--- src/design/hsva_pkg.sv ---
// ----------------------------------------------------------------------------
// hsva_pkg
// types and constants of the hsv adjust pipeline
// ----------------------------------------------------------------------------
`timescale 1ns / 1ps

package hsva_pkg;

    localparam int CHANNEL_BITS  = 8;
    localparam int CMAX          = (1 << CHANNEL_BITS) - 1;
    localparam int HUE_FULL      = 23040;
    localparam int HUE_SECTOR    = 3840;
    localparam int ONE_Q16       = 65536;
    localparam int Q_BITS        = 17;                 // q1.16 up to and including 1.0
    localparam int SQ_BITS       = 17;                 // saturation quotient bits
    localparam int HQ_BITS       = 12;                 // hue quotient bits
    localparam int S_NUM_BITS    = CHANNEL_BITS + 16;
    localparam int H_NUM_BITS    = 20;
    localparam int HUE_BITS      = 15;
    localparam int FRAC_BITS     = 12;
    localparam int RECIP15       = 1118482;            // ceil(2^24 / 15)
    localparam int RECIP15_SHIFT = 24;

    typedef enum logic [1:0]
    {
        MAX_RED,
        MAX_GREEN,
        MAX_BLUE
    } max_sel_t;

    typedef enum logic [1:0]
    {
        REG_HUE = 2'd0,
        REG_SAT = 2'd1,
        REG_VAL = 2'd2
    } reg_idx_t;

    typedef struct packed
    {
        logic [CHANNEL_BITS-1:0] red_in;
        logic [CHANNEL_BITS-1:0] green_in;
        logic [CHANNEL_BITS-1:0] blue_in;
    } pixel_in_t;

    typedef struct packed
    {
        logic [CHANNEL_BITS-1:0] red_out;
        logic [CHANNEL_BITS-1:0] green_out;
        logic [CHANNEL_BITS-1:0] blue_out;
    } pixel_out_t;

    typedef struct packed
    {
        logic signed [15:0] hue_delta;
        logic signed [9:0]  saturation_delta;
        logic signed [9:0]  value_delta;
    } cfg_t;

    typedef struct packed
    {
        logic                    grey;
        max_sel_t                sel;
        logic                    h_neg;
        logic [CHANNEL_BITS-1:0] mx;
        logic [CHANNEL_BITS-1:0] d;
        logic [S_NUM_BITS-1:0]   s_num;
        logic [H_NUM_BITS-1:0]   h_num;
        logic [Q_BITS-1:0]       v;
    } item_t;

    typedef struct packed
    {
        item_t              item;
        logic [SQ_BITS-1:0] sq;
        logic [HQ_BITS-1:0] hq;
    } div_t;

endpackage

--- src/design/hsva_front.sv ---
// ----------------------------------------------------------------------------
// hsva_front
// classifies a pixel: max channel, chroma, value and divider operands
// ----------------------------------------------------------------------------
`timescale 1ns / 1ps

module hsva_front
(
    input  hsva_pkg::pixel_in_t pixel,
    output hsva_pkg::item_t     item
);

    logic [hsva_pkg::CHANNEL_BITS-1:0] r;
    logic [hsva_pkg::CHANNEL_BITS-1:0] g;
    logic [hsva_pkg::CHANNEL_BITS-1:0] b;
    logic [hsva_pkg::CHANNEL_BITS-1:0] mx;
    logic [hsva_pkg::CHANNEL_BITS-1:0] mn;
    logic signed [hsva_pkg::CHANNEL_BITS:0] a;
    logic [hsva_pkg::CHANNEL_BITS-1:0] a_abs;
    hsva_pkg::max_sel_t sel;

    always_comb
    begin
        r = pixel.red_in;
        g = pixel.green_in;
        b = pixel.blue_in;
        mx = r;
        mn = r;
        if (g > mx)
        begin
            mx = g;
        end
        if (b > mx)
        begin
            mx = b;
        end
        if (g < mn)
        begin
            mn = g;
        end
        if (b < mn)
        begin
            mn = b;
        end

        if (mx == r)
        begin
            sel = hsva_pkg::MAX_RED;
        end
        else if (mx == g)
        begin
            sel = hsva_pkg::MAX_GREEN;
        end
        else
        begin
            sel = hsva_pkg::MAX_BLUE;
        end

        case (sel)
            hsva_pkg::MAX_RED:   a = $signed({1'b0, g}) - $signed({1'b0, b});
            hsva_pkg::MAX_GREEN: a = $signed({1'b0, b}) - $signed({1'b0, r});
            default:             a = $signed({1'b0, r}) - $signed({1'b0, g});
        endcase
        a_abs = a[hsva_pkg::CHANNEL_BITS] ? hsva_pkg::CHANNEL_BITS'(-a)
                                          : hsva_pkg::CHANNEL_BITS'(a);

        item.grey  = (mx == mn);
        item.sel   = sel;
        item.h_neg = a[hsva_pkg::CHANNEL_BITS];
        item.mx    = mx;
        item.d     = mx - mn;
        item.s_num = {item.d, 16'b0};
        item.h_num = hsva_pkg::H_NUM_BITS'(a_abs) * hsva_pkg::H_NUM_BITS'(hsva_pkg::HUE_SECTOR);
        // ceil(mx * 65536 / 255) is 257 * mx, plus one unless black
        item.v     = hsva_pkg::Q_BITS'(mx) * hsva_pkg::Q_BITS'(257)
                   + hsva_pkg::Q_BITS'(mx != '0);
    end

endmodule

--- src/design/hsva_fifo.sv ---
// ----------------------------------------------------------------------------
// hsva_fifo
// short request queue between the classifier and the arithmetic pipeline
// ----------------------------------------------------------------------------
`timescale 1ns / 1ps

module hsva_fifo
#(
    parameter int DEPTH = 4
)
(
    input  logic            clk,
    input  logic            rst_n,
    input  logic            push,
    input  hsva_pkg::item_t push_item,
    input  logic            pop,
    output hsva_pkg::item_t head,
    output logic            head_valid,
    output logic            full
);

    localparam int AW = $clog2(DEPTH);
    localparam int CW = $clog2(DEPTH + 1);

    hsva_pkg::item_t mem [DEPTH];
    logic [AW-1:0] wr_ptr_reg;
    logic [AW-1:0] wr_ptr_next;
    logic [AW-1:0] rd_ptr_reg;
    logic [AW-1:0] rd_ptr_next;
    logic [CW-1:0] count_reg;
    logic [CW-1:0] count_next;

    always_comb
    begin
        wr_ptr_next = wr_ptr_reg;
        rd_ptr_next = rd_ptr_reg;
        count_next  = count_reg;
        if (push)
        begin
            wr_ptr_next = (wr_ptr_reg == AW'(DEPTH - 1)) ? '0 : wr_ptr_reg + 1'b1;
        end
        if (pop)
        begin
            rd_ptr_next = (rd_ptr_reg == AW'(DEPTH - 1)) ? '0 : rd_ptr_reg + 1'b1;
        end
        if (push && !pop)
        begin
            count_next = count_reg + 1'b1;
        end
        else if (pop && !push)
        begin
            count_next = count_reg - 1'b1;
        end
    end

    always_ff @(posedge clk or negedge rst_n)
    begin
        if (!rst_n)
        begin
            wr_ptr_reg <= '0;
            rd_ptr_reg <= '0;
            count_reg  <= '0;
        end
        else
        begin
            wr_ptr_reg <= wr_ptr_next;
            rd_ptr_reg <= rd_ptr_next;
            count_reg  <= count_next;
        end
    end

    always_ff @(posedge clk)
    begin
        if (push)
        begin
            mem[wr_ptr_reg] <= push_item;
        end
    end

    assign head       = mem[rd_ptr_reg];
    assign head_valid = (count_reg != '0);
    assign full       = (count_reg == CW'(DEPTH));

endmodule

--- src/design/hsva_back.sv ---
// ----------------------------------------------------------------------------
// hsva_back
// divider pipeline, hsv offsets and six-sector conversion back to rgb
// ----------------------------------------------------------------------------
`timescale 1ns / 1ps

module hsva_back
(
    input  logic                 clk,
    input  logic                 rst_n,
    input  hsva_pkg::cfg_t       cfg,
    input  hsva_pkg::item_t      head,
    input  logic                 head_valid,
    output logic                 pop,
    output logic                 result_valid,
    input  logic                 result_ready,
    output hsva_pkg::pixel_out_t result
);

    localparam int QB = hsva_pkg::Q_BITS;
    localparam int HB = hsva_pkg::HUE_BITS;
    localparam int FB = hsva_pkg::FRAC_BITS;
    localparam int HF = hsva_pkg::HUE_FULL;
    localparam int HS = hsva_pkg::HUE_SECTOR;

    function automatic logic [hsva_pkg::CHANNEL_BITS-1:0] to_channel(logic [QB-1:0] y);
        logic [QB+hsva_pkg::CHANNEL_BITS-1:0] t;
        t = (QB + hsva_pkg::CHANNEL_BITS)'(y) * (QB + hsva_pkg::CHANNEL_BITS)'(hsva_pkg::CMAX);
        return t[QB+hsva_pkg::CHANNEL_BITS-2:16];
    endfunction

    logic adv;

    hsva_pkg::div_t div_reg     [hsva_pkg::SQ_BITS];
    logic           div_vld_reg [hsva_pkg::SQ_BITS];

    // whole pipeline moves while the result slot is free or being taken
    assign adv          = !result_valid || result_ready;
    assign pop          = adv && head_valid;

    genvar j;
    for (j = 0; j < hsva_pkg::SQ_BITS; j++)
    begin : g_div
        localparam int BIT = hsva_pkg::SQ_BITS - 1 - j;
        hsva_pkg::div_t cur;
        hsva_pkg::div_t div_next;
        logic           cur_vld;
        logic [hsva_pkg::S_NUM_BITS-1:0] s_den;
        logic [hsva_pkg::H_NUM_BITS-1:0] h_den;

        if (j == 0)
        begin : g_first
            always_comb
            begin
                cur.item = head;
                cur.sq   = '0;
                cur.hq   = '0;
            end
            assign cur_vld = head_valid;
        end
        else
        begin : g_rest
            assign cur     = div_reg[j-1];
            assign cur_vld = div_vld_reg[j-1];
        end

        // one restoring step per stage for the saturation quotient, and for the hue quotient once BIT is below HQ_BITS
        always_comb
        begin
            div_next = cur;
            s_den = hsva_pkg::S_NUM_BITS'(cur.item.mx) << BIT;
            h_den = hsva_pkg::H_NUM_BITS'(cur.item.d) << BIT;
            if (cur.item.s_num >= s_den)
            begin
                div_next.item.s_num = cur.item.s_num - s_den;
                div_next.sq = cur.sq | (hsva_pkg::SQ_BITS'(1) << BIT);
            end
            if ((BIT < hsva_pkg::HQ_BITS) && (cur.item.h_num >= h_den))
            begin
                div_next.item.h_num = cur.item.h_num - h_den;
                div_next.hq = cur.hq | (hsva_pkg::HQ_BITS'(1) << BIT);
            end
        end

        always_ff @(posedge clk or negedge rst_n)
        begin
            if (!rst_n)
            begin
                div_vld_reg[j] <= 1'b0;
            end
            else if (adv)
            begin
                div_vld_reg[j] <= cur_vld;
            end
        end

        always_ff @(posedge clk)
        begin
            if (adv)
            begin
                div_reg[j] <= div_next;
            end
        end
    end

    // offsets stage
    hsva_pkg::div_t dq;
    logic signed [13:0] q;
    logic signed [15:0] h0;
    logic [QB-1:0]      s0;
    logic signed [18:0] t_hue;
    logic [16:0]        tu;
    logic signed [19:0] s1;
    logic signed [19:0] v1;
    logic [HB-1:0]      a_h_next;
    logic [QB-1:0]      a_s_next;
    logic [QB-1:0]      a_v_next;
    logic [HB-1:0]      a_h_reg;
    logic [QB-1:0]      a_s_reg;
    logic [QB-1:0]      a_v_reg;
    logic               a_vld_reg;

    always_comb
    begin
        dq = div_reg[hsva_pkg::SQ_BITS-1];
        q  = 14'(dq.hq);
        if (dq.item.h_neg)
        begin
            q = -q;
        end
        case (dq.item.sel)
            hsva_pkg::MAX_RED:   h0 = (q < 0) ? 16'(q) + 16'(HF) : 16'(q);
            hsva_pkg::MAX_GREEN: h0 = 16'(q) + 16'(2 * HS);
            hsva_pkg::MAX_BLUE:  h0 = 16'(q) + 16'(4 * HS);
            default:             h0 = '0;
        endcase
        s0 = dq.sq;
        if (dq.item.grey)
        begin
            h0 = '0;
            s0 = '0;
        end

        // bias by two turns so the sum is never negative, then wrap
        t_hue = 19'(h0) + 19'(cfg.hue_delta) + 19'(2 * HF);
        tu    = 17'(t_hue);
        if (tu >= 17'(4 * HF))
        begin
            a_h_next = HB'(tu - 17'(4 * HF));
        end
        else if (tu >= 17'(3 * HF))
        begin
            a_h_next = HB'(tu - 17'(3 * HF));
        end
        else if (tu >= 17'(2 * HF))
        begin
            a_h_next = HB'(tu - 17'(2 * HF));
        end
        else if (tu >= 17'(HF))
        begin
            a_h_next = HB'(tu - 17'(HF));
        end
        else
        begin
            a_h_next = HB'(tu);
        end

        s1 = 20'($signed({1'b0, s0})) + (20'(cfg.saturation_delta) <<< 8);
        v1 = 20'($signed({1'b0, dq.item.v})) + (20'(cfg.value_delta) <<< 8);
        if (s1 < 0)
        begin
            a_s_next = '0;
        end
        else if (s1 > 20'(hsva_pkg::ONE_Q16))
        begin
            a_s_next = QB'(hsva_pkg::ONE_Q16);
        end
        else
        begin
            a_s_next = QB'(s1);
        end
        if (v1 < 0)
        begin
            a_v_next = '0;
        end
        else if (v1 > 20'(hsva_pkg::ONE_Q16))
        begin
            a_v_next = QB'(hsva_pkg::ONE_Q16);
        end
        else
        begin
            a_v_next = QB'(v1);
        end
    end

    // chroma product and sector split
    logic [2*QB-1:0] cv_prod;
    logic [2:0]      b_k_next;
    logic [FB-1:0]   b_f_next;
    logic [QB-1:0]   b_c_next;
    logic [2:0]      b_k_reg;
    logic [FB-1:0]   b_f_reg;
    logic [QB-1:0]   b_c_reg;
    logic [QB-1:0]   b_v_reg;
    logic            b_vld_reg;

    always_comb
    begin
        cv_prod  = (2 * QB)'(a_v_reg) * (2 * QB)'(a_s_reg);
        b_c_next = cv_prod[QB+15:16];
        if (a_h_reg >= HB'(5 * HS))
        begin
            b_k_next = 3'd5;
            b_f_next = FB'(a_h_reg - HB'(5 * HS));
        end
        else if (a_h_reg >= HB'(4 * HS))
        begin
            b_k_next = 3'd4;
            b_f_next = FB'(a_h_reg - HB'(4 * HS));
        end
        else if (a_h_reg >= HB'(3 * HS))
        begin
            b_k_next = 3'd3;
            b_f_next = FB'(a_h_reg - HB'(3 * HS));
        end
        else if (a_h_reg >= HB'(2 * HS))
        begin
            b_k_next = 3'd2;
            b_f_next = FB'(a_h_reg - HB'(2 * HS));
        end
        else if (a_h_reg >= HB'(HS))
        begin
            b_k_next = 3'd1;
            b_f_next = FB'(a_h_reg - HB'(HS));
        end
        else
        begin
            b_k_next = 3'd0;
            b_f_next = FB'(a_h_reg);
        end
    end

    // ramp product
    logic [FB-1:0]    fx;
    logic [QB+FB-1:0] c_p_next;
    logic [QB+FB-1:0] c_p_reg;
    logic [2:0]       c_k_reg;
    logic [QB-1:0]    c_c_reg;
    logic [QB-1:0]    c_v_reg;
    logic             c_vld_reg;

    always_comb
    begin
        fx       = b_k_reg[0] ? FB'(HS) - b_f_reg : b_f_reg;
        c_p_next = (QB + FB)'(b_c_reg) * (QB + FB)'(fx);
    end

    // divide by 3840 as a shift by 8 and a reciprocal of 15
    logic [19:0]   n15;
    logic [40:0]   x_prod;
    logic [QB-1:0] d_x_next;
    logic [QB-1:0] d_m_next;
    logic [QB-1:0] d_x_reg;
    logic [QB-1:0] d_m_reg;
    logic [QB-1:0] d_c_reg;
    logic [2:0]    d_k_reg;
    logic          d_vld_reg;

    always_comb
    begin
        n15      = c_p_reg[27:8];
        x_prod   = 41'(n15) * 41'(hsva_pkg::RECIP15);
        d_x_next = x_prod[hsva_pkg::RECIP15_SHIFT+QB-1:hsva_pkg::RECIP15_SHIFT];
        d_m_next = c_v_reg - c_c_reg;
    end

    // sector assembly and scale to channel range
    logic [QB-1:0]        cr;
    logic [QB-1:0]        cg;
    logic [QB-1:0]        cb;
    hsva_pkg::pixel_out_t result_next;
    hsva_pkg::pixel_out_t result_reg;
    logic                 result_vld_reg;

    always_comb
    begin
        case (d_k_reg)
            3'd0:
            begin
                cr = d_c_reg; cg = d_x_reg; cb = '0;
            end
            3'd1:
            begin
                cr = d_x_reg; cg = d_c_reg; cb = '0;
            end
            3'd2:
            begin
                cr = '0; cg = d_c_reg; cb = d_x_reg;
            end
            3'd3:
            begin
                cr = '0; cg = d_x_reg; cb = d_c_reg;
            end
            3'd4:
            begin
                cr = d_x_reg; cg = '0; cb = d_c_reg;
            end
            default:
            begin
                cr = d_c_reg; cg = '0; cb = d_x_reg;
            end
        endcase
        result_next.red_out   = to_channel(cr + d_m_reg);
        result_next.green_out = to_channel(cg + d_m_reg);
        result_next.blue_out  = to_channel(cb + d_m_reg);
    end

    always_ff @(posedge clk or negedge rst_n)
    begin
        if (!rst_n)
        begin
            a_vld_reg      <= 1'b0;
            b_vld_reg      <= 1'b0;
            c_vld_reg      <= 1'b0;
            d_vld_reg      <= 1'b0;
            result_vld_reg <= 1'b0;
        end
        else if (adv)
        begin
            a_vld_reg      <= div_vld_reg[hsva_pkg::SQ_BITS-1];
            b_vld_reg      <= a_vld_reg;
            c_vld_reg      <= b_vld_reg;
            d_vld_reg      <= c_vld_reg;
            result_vld_reg <= d_vld_reg;
        end
    end

    always_ff @(posedge clk)
    begin
        if (adv)
        begin
            a_h_reg    <= a_h_next;
            a_s_reg    <= a_s_next;
            a_v_reg    <= a_v_next;
            b_k_reg    <= b_k_next;
            b_f_reg    <= b_f_next;
            b_c_reg    <= b_c_next;
            b_v_reg    <= a_v_reg;
            c_p_reg    <= c_p_next;
            c_k_reg    <= b_k_reg;
            c_c_reg    <= b_c_reg;
            c_v_reg    <= b_v_reg;
            d_x_reg    <= d_x_next;
            d_m_reg    <= d_m_next;
            d_c_reg    <= c_c_reg;
            d_k_reg    <= c_k_reg;
            result_reg <= result_next;
        end
    end

    assign result_valid = result_vld_reg;
    assign result       = result_reg;

endmodule

--- src/design/pixel_hsv_adjust.sv ---
// ----------------------------------------------------------------------------
// pixel_hsv_adjust
// rgb pixel hue, saturation and value adjustment in fixed point
// ----------------------------------------------------------------------------
// Takes one pixel per clock while pixel_ready is high and returns one adjusted
// pixel per request, in order, once it has passed the queue and every pipeline
// register. The divider pipeline resolves one saturation quotient bit per
// stage over 17 stages, and the hue bits in the later ones. A FIFO_DEPTH-entry
// queue after the classifier absorbs output stalls; pixel_ready drops only when
// that queue is full. Offset registers sit on an APB port at 0x0 (hue), 0x4
// (saturation) and 0x8 (value) and should be written with the pipeline empty.
`timescale 1ns / 1ps

module pixel_hsv_adjust
#(
    parameter int FIFO_DEPTH = 4
)
(
    input  logic                 clk,
    input  logic                 rst_n,
    input  logic                 psel,
    input  logic                 penable,
    input  logic                 pwrite,
    input  logic [3:0]           paddr,
    input  logic [31:0]          pwdata,
    output logic [31:0]          prdata,
    output logic                 pready,
    input  logic                 pixel_valid,
    output logic                 pixel_ready,
    input  hsva_pkg::pixel_in_t  pixel,
    output logic                 result_valid,
    input  logic                 result_ready,
    output hsva_pkg::pixel_out_t result
);

    hsva_pkg::cfg_t     cfg_reg;
    hsva_pkg::cfg_t     cfg_next;
    hsva_pkg::reg_idx_t reg_idx;
    hsva_pkg::item_t    item;
    hsva_pkg::item_t    head;
    logic               head_valid;
    logic               pop;
    logic               full;
    logic               push;

    assign pready  = 1'b1;
    assign reg_idx = hsva_pkg::reg_idx_t'(paddr[3:2]);

    always_comb
    begin
        cfg_next = cfg_reg;
        if (psel && penable && pwrite)
        begin
            case (reg_idx)
                hsva_pkg::REG_HUE: cfg_next.hue_delta        = pwdata[15:0];
                hsva_pkg::REG_SAT: cfg_next.saturation_delta = pwdata[9:0];
                hsva_pkg::REG_VAL: cfg_next.value_delta      = pwdata[9:0];
                default:           cfg_next = cfg_reg;
            endcase
        end
        case (reg_idx)
            hsva_pkg::REG_HUE: prdata = 32'(cfg_reg.hue_delta);
            hsva_pkg::REG_SAT: prdata = 32'(cfg_reg.saturation_delta);
            hsva_pkg::REG_VAL: prdata = 32'(cfg_reg.value_delta);
            default:           prdata = '0;
        endcase
    end

    always_ff @(posedge clk or negedge rst_n)
    begin
        if (!rst_n)
        begin
            cfg_reg <= '0;
        end
        else
        begin
            cfg_reg <= cfg_next;
        end
    end

    assign pixel_ready = !full;
    assign push        = pixel_valid && !full;

    hsva_front u_front
    (
        .pixel (pixel),
        .item  (item)
    );

    hsva_fifo
    #(
        .DEPTH (FIFO_DEPTH)
    )
    u_fifo
    (
        .clk        (clk),
        .rst_n      (rst_n),
        .push       (push),
        .push_item  (item),
        .pop        (pop),
        .head       (head),
        .head_valid (head_valid),
        .full       (full)
    );

    hsva_back u_back
    (
        .clk          (clk),
        .rst_n        (rst_n),
        .cfg          (cfg_reg),
        .head         (head),
        .head_valid   (head_valid),
        .pop          (pop),
        .result_valid (result_valid),
        .result_ready (result_ready),
        .result       (result)
    );

endmodule

--- config.mk ---
export PLATFORM = sky130hd
export DESIGN_NAME = pixel_hsv_adjust
export DESIGN_NICKNAME = d
export VERILOG_FILES = /design/src/design/hsva_pkg.sv /design/src/design/hsva_front.sv /design/src/design/hsva_fifo.sv /design/src/design/hsva_back.sv /design/src/design/pixel_hsv_adjust.sv
export SDC_FILE = /design/constraint.sdc
export NUM_CORES = 2
export LEC_CHECK = 0
export BUFFER_PORTS_ARGS = -buffer_cell sky130_fd_sc_hd__buf_2
export CAP_MARGIN = 15
export CORE_MARGIN = 4
export CORE_UTILIZATION = 68
export CTS_CLUSTER_SIZE = 20
export DETAILED_ROUTE_END_ITERATION = 10
export PLACE_DENSITY = 0.83
export SLEW_MARGIN = 5
export SYNTH_ARGS = -nofsm -noshare
export SYNTH_HDL_FRONTEND = slang
export SYNTH_SLANG_ARGS = --single-unit
--- constraint.sdc ---
create_clock -name clk -period 69.6 [get_ports clk]
set_input_delay 3.48 -clock clk [delete_from_list [all_inputs] [get_ports clk]]
set_output_delay 3.48 -clock clk [all_outputs]
set_load 0.02 [all_outputs]
# Word-level counts from Yosys, hierarchy flattened
# Memory sizes are Yosys's and may differ from the RTL's.
# Index checks and enable logic that the tools add are counted.
totals:
  ff_bits: 306
  ram_bits: 2098
  inputBits: 67
  out_inout_bits: 59
  word_cells: 311
  mem_count: 2
mem_list:
  columns: ["name", "depth", "width", "rd", "rd_clocked_by_memory_dff", "write_ports", "line", "text"]
  rows:
  - ["u_back.div_reg", 17, 110, 17, 0, 17, "hsva_back.sv:34", "hsva_pkg::div_t div_reg [hsva_pkg::SQ_BITS];"]
  - ["u_fifo.mem", 4, 57, 1, 0, 1, "hsva_fifo.sv:25", "hsva_pkg::item_t mem [DEPTH];"]
op_classes:
  n_addsub: 61
  mul: 8
  magnitude_cmp: 47
  n_eq_ne: 15
  mux: 99
  reduce_logical: 30
ops:
  columns: ["cell", "count"]
  rows:
  - ["two-way mux 24 bit", 17]
  - ["two-way mux 20 bit", 12]
  - ["case mux 17 bit (2 select lines)", 3]
  - ["two-way mux 12 bit", 8]
  - ["case mux 32 bit (3 select lines)", 1]
  - ["two-way mux 15 bit", 5]
  - ["multiplier 17 x 8 -> 24 bit (second input constant)", 3]
  - ["two-way mux 17 bit", 4]
  - ["subtractor 12 bit (second input constant)", 5]
  - ["two-way mux 8 bit", 7]
  - ["adder 17 bit", 3]
  - ["two-way mux 16 bit", 3]
  - ["case mux 16 bit (3 select lines)", 1]
  - ["multiplier 20 x 20 -> 40 bit (second input constant)", 1]
  - ["adder 18 x 18 -> 19 bit", 2]
  - ["> comparator 19 x 18 -> 1 bit (second input constant)", 2]
  - ["< comparator 19 x 1 -> 1 bit (second input constant)", 2]
  - ["greater-or-equal comparator 17 bit (second input constant)", 2]
  - ["multiplier 17 x 17 -> 33 bit", 1]
  - ["greater-or-equal comparator 15 x 14 -> 1 bit (second input constant)", 2]
  - ["subtractor 15 bit (second input constant)", 2]
  - ["multiplier 17 x 12 -> 28 bit", 1]
  - ["two-way mux 14 bit", 2]
  - ["subtractor 8 x 8 -> 9 bit", 3]
  - ["112 further kinds", 168]

# Longest topological paths before layout
# An unclocked memory read counts as a cell.
logic_depth:
  ltp_word: 14
  depth_mapped: 38
  ltp_nobuf: 35

# Modules after synthesis
# A second synthesis with hierarchy kept.
unflattened:
  cells_unflattened: 9450
  area_unflattened_um2: 122185.9
by_module_without_submodules:
  columns: ["module", "instances", "cells_each", "area_per_inst_um2", "seq_area_each_um2"]
  rows:
  - ["hsva_back", 1, 8293, 104176.2, 54031.8]
  - ["hsva_fifo", 1, 460, 12109.1, 9904.5]
  - ["hsva_front", 1, 548, 4083.9, 0.0]
  - ["pixel_hsv_adjust", 1, 149, 1816.7, 900.9]

# Worst setup path before layout
# No wires, ideal clock.
synth_timing:
  kind: "input-to-reg"
  from: "input port result_ready"
  to: "register u_back.b_vld_reg"
  setup_ps: 214
  arrival_time_ps: 50733
  t_required_ps: 69386
  setup_slack_ps: 18653
  cell_stages: 4
  path_buffers: 2
  cell_sequence: "nand2b_1 -> clkbuf_1 -> clkbuf_1 -> mux2_2"
synth_via:
  elab_chain_cells: 1
synth_lines:
  columns: ["item", "line", "text"]
  rows:
  - ["from (decl)", "pixel_hsv_adjust.sv:32", "input logic result_ready,"]
  - ["logical OR 1 bit", "hsva_back.sv:38", "assign adv = !result_valid || result_ready;"]
  - ["named net u_back.adv", "hsva_back.sv:32", "logic adv;"]
  - ["to (signal assigned)", "hsva_back.sv:331", "b_vld_reg <= a_vld_reg;"]
  - ["to (decl)", "hsva_back.sv:205", "logic b_vld_reg;"]
# The timed path passes the listed nets, and every way through them passes these cells.
# A chain may end at the register's enable or synchronous reset.

==> impl_metrics.tcl <==
set metrics [dict create \
    status "completed" \
    grt_overflow 0 \
    r2r_cells 32 \
    hold_path.class "reg2reg" \
    critPathBufInv 4 \
    io_pins 126 \
    setup-tns-final_ns 0 \
    drv_cap 0 \
    hold_buffers 0 \
    ys_warn_count 0 \
    synth_fp_nets 10315 \
    setup.worst_path.start_class "input pin" \
    gp_congestion 0.912 \
    timing.rr.start "u_back.d_k_reg[1]" \
    crit_family "compound AO/OA/AOI/OAI gates" \
    vias_per_cell 5.96 \
    final_cell_mix "edfxtp_1, inv_1, ha_1" \
    h-tree-depth 4 \
    portBuffers 106 \
    r2r_slack_ns 60.88 \
    post_cts_resized 0 \
    largest_reg_flops 1312 \
    max_stage_delay_ns 0.78 \
    synth_top_cell_by_area "edfxtp_1" \
    crit_slowest_cell "nor2_2" \
    grt_usage_pct 28.1 \
    ant_nets 0 \
    die_h_um 407 \
    yosysSeqAreaShare_pct 49.9 \
    hpwl_um 157000 \
    worstPathRequired_ns 70.19 \
    slew_violations 0 \
    fillers 9466 \
    drcViolationCount 0 \
    clockBufferDepth 3 \
    arrival_ns 13.32 \
    core_area_um2 157000 \
    yosysTopAreaCellShare_pct 48.4 \
    numClockSinks 1806 \
    path_depth 34 \
    grt_first_pass_wirelength_um 365000 \
    wl_met2_um 119000 \
    grt_pass1_vias 70016 \
    finClkSkew_ns 0.0907 \
    cts_buffers 176 \
    async_flop_share_pct 3.60 \
    postSynthRegisterBits 1806 \
    first_pass_iters 6 \
    r2r_end "u_back.result[15]" \
    worstMarginPinSlew_ns 1.19 \
    finalCritPeriodShare_pct 18.3 \
    synthesis.area_um2 108000 \
    cts_root_buffer "clkbuf_16" \
    dr.max_layer_used "met5" \
    via_count 66101 \
    cpMostUsedCell "a21oi_1" \
    met3_wirelength_um 12700 \
    setup_viol 0 \
    synth_edf_count 1741 \
    grt_start_max_net_pins 183 \
    rsz0062_at_grt "false" \
    path_class "in2reg" \
    synth.distinct_cells 93 \
    initial_core_util_pct 68.7 \
    fp.dieW_um 407 \
    met1_length_um 81900 \
    clk_pin_slew_ns 0.07 \
    fmax_mhz 78.5 \
    routed_wl_um 226000 \
    synth.top_cells.by_area "edfxtp_1, fa_1, ha_1" \
    placementRows 145 \
    dieArea_um2 165000 \
    min_period_ns 12.73 \
    slew_headroom_pct 20.8 \
    postCtsSetupRepairBufs 0 \
    startpoint "pixel[14]" \
    drive_gt1_share_pct 7.01 \
    cp_max_fo 23 \
    layout_commonest_cell "edfxtp_1" \
    wl_per_cell_um 20.4 \
    clkLatencyLatePin_ns 0.83 \
    cts_tree "done" \
    hold_viol_final 0 \
    cp-end-kind "flop" \
    first_iter_violations 5380 \
    antenna_found_initial 12 \
    synth_area_per_cell_um2 12.4 \
    syn-instance-count 8716 \
    area_delta_synth_final_pct 8.32 \
    ys.flop_type "edfxtp_1" \
    cp-endpoint "u_fifo.mem[0][28]" \
    nets 10470 \
]
## how the worst min path moves through the flow
stage	start	end	slack, ns	cells after the start
after floorplan	u_back.b_k_reg[1]	u_back.c_k_reg[1]	0.40	0
after global placement	u_back.div_reg[0][1020]	u_back.div_reg[0][1130]	0.40	0
after detailed placement	u_back.c_k_reg[0]	u_back.d_k_reg[0]	0.40	0
after CTS	u_back.div_reg[0][1433]	u_back.div_reg[0][1543]	0.34	0
after global routing	u_back.div_reg[0][1546]	u_back.div_reg[0][1656]	0.36	0
final	u_back.div_reg[0][1472]	u_back.div_reg[0][1582]	0.37	0
## final cells by class
| class | count | area [µm²] | share of cell area (%) |
|---|---|---|---|
| inverters | 1298 | 4870 | 4.17 |
| multi-input cells | 5422 | 48600 | 41.5 |
| clock buffers | 202 | 4530 | 3.88 |
| flip-flops and latches | 1806 | 53900 | 46.1 |
| well taps | 2058 | 2570 | 2.20 |
| diodes | 11 | 27.5 | 0.0235 |
| repair buffers | 167 | 1000 | 0.856 |
| clock inverters | 123 | 1500 | 1.28 |
## Yosys cell counts, drive strengths merged (45+ instances only)
| cell type | instances |
|---|---|
| a21o | 172 |
| o31ai | 60 |
| nor2b | 144 |
| mux4 | 47 |
| xor2 | 219 |
| nor4 | 61 |
| a21oi | 364 |
| dfrtp | 65 |
| xnor2 | 287 |
| nor3 | 102 |
| inv | 1297 |
| clkbuf | 157 |
| and2 | 170 |
| nand2b | 114 |
| mux2 | 73 |
| nand4 | 45 |
| o21ai | 301 |
| fa | 674 |
| ha | 858 |
| nand3 | 81 |
| nand2 | 699 |
| nor2 | 402 |
| edfxtp | 1741 |
## stage by stage
step / std cells / util, % / setup slack [ns] / hold slack, ns / area (µm²)
floorplan: 8716 / - / 18.65 / 0.400 / 108000
global placement: 10747 / 70.6 / 56.61 / 0.400 / 111000
detailed placement: 10747 / 70.6 / 56.29 / 0.405 / 111000
CTS: 11072 / 74.4 / 56.99 / 0.342 / 117000
global route: 11083 / 74.4 / 56.21 / 0.357 / 117000
finish: 11087 / 74.5 / 56.87 / 0.365 / 117000
## worst reg2reg max path, delay by kind of cell, from the launching register on
family | cells | cell delay (ns)
buf+inv | 3 | 0.53
fa+ha+maj | 6 | 2.65
mux | 1 | 0.40
compound gates | 15 | 3.22
flops | 1 | 0.50
xor+xnor | 2 | 0.38
simple gates | 5 | 0.74
## kinds of logic after synthesis
logic type	synth area share, %
AOI/OAI and AO/OA	7.12
xor gates and xnor gates	4.14
adders and majority gates	22.4
buffers and inverters	5.24
DFF	49.9
muxes	2.14
other	0.00347
and+or+nand+nor	9.01
## metal layers
layer	track usage (%)	vias up
li1	-	30305
met1	32.4	32483
met2	51.0	2539
met3	4.00	772
met4	14.4	2
met5	0	-
Power is left out: the tool's default activity adds up to more than one toggle a clock period on the data nets, which glitch-free logic cannot reach.
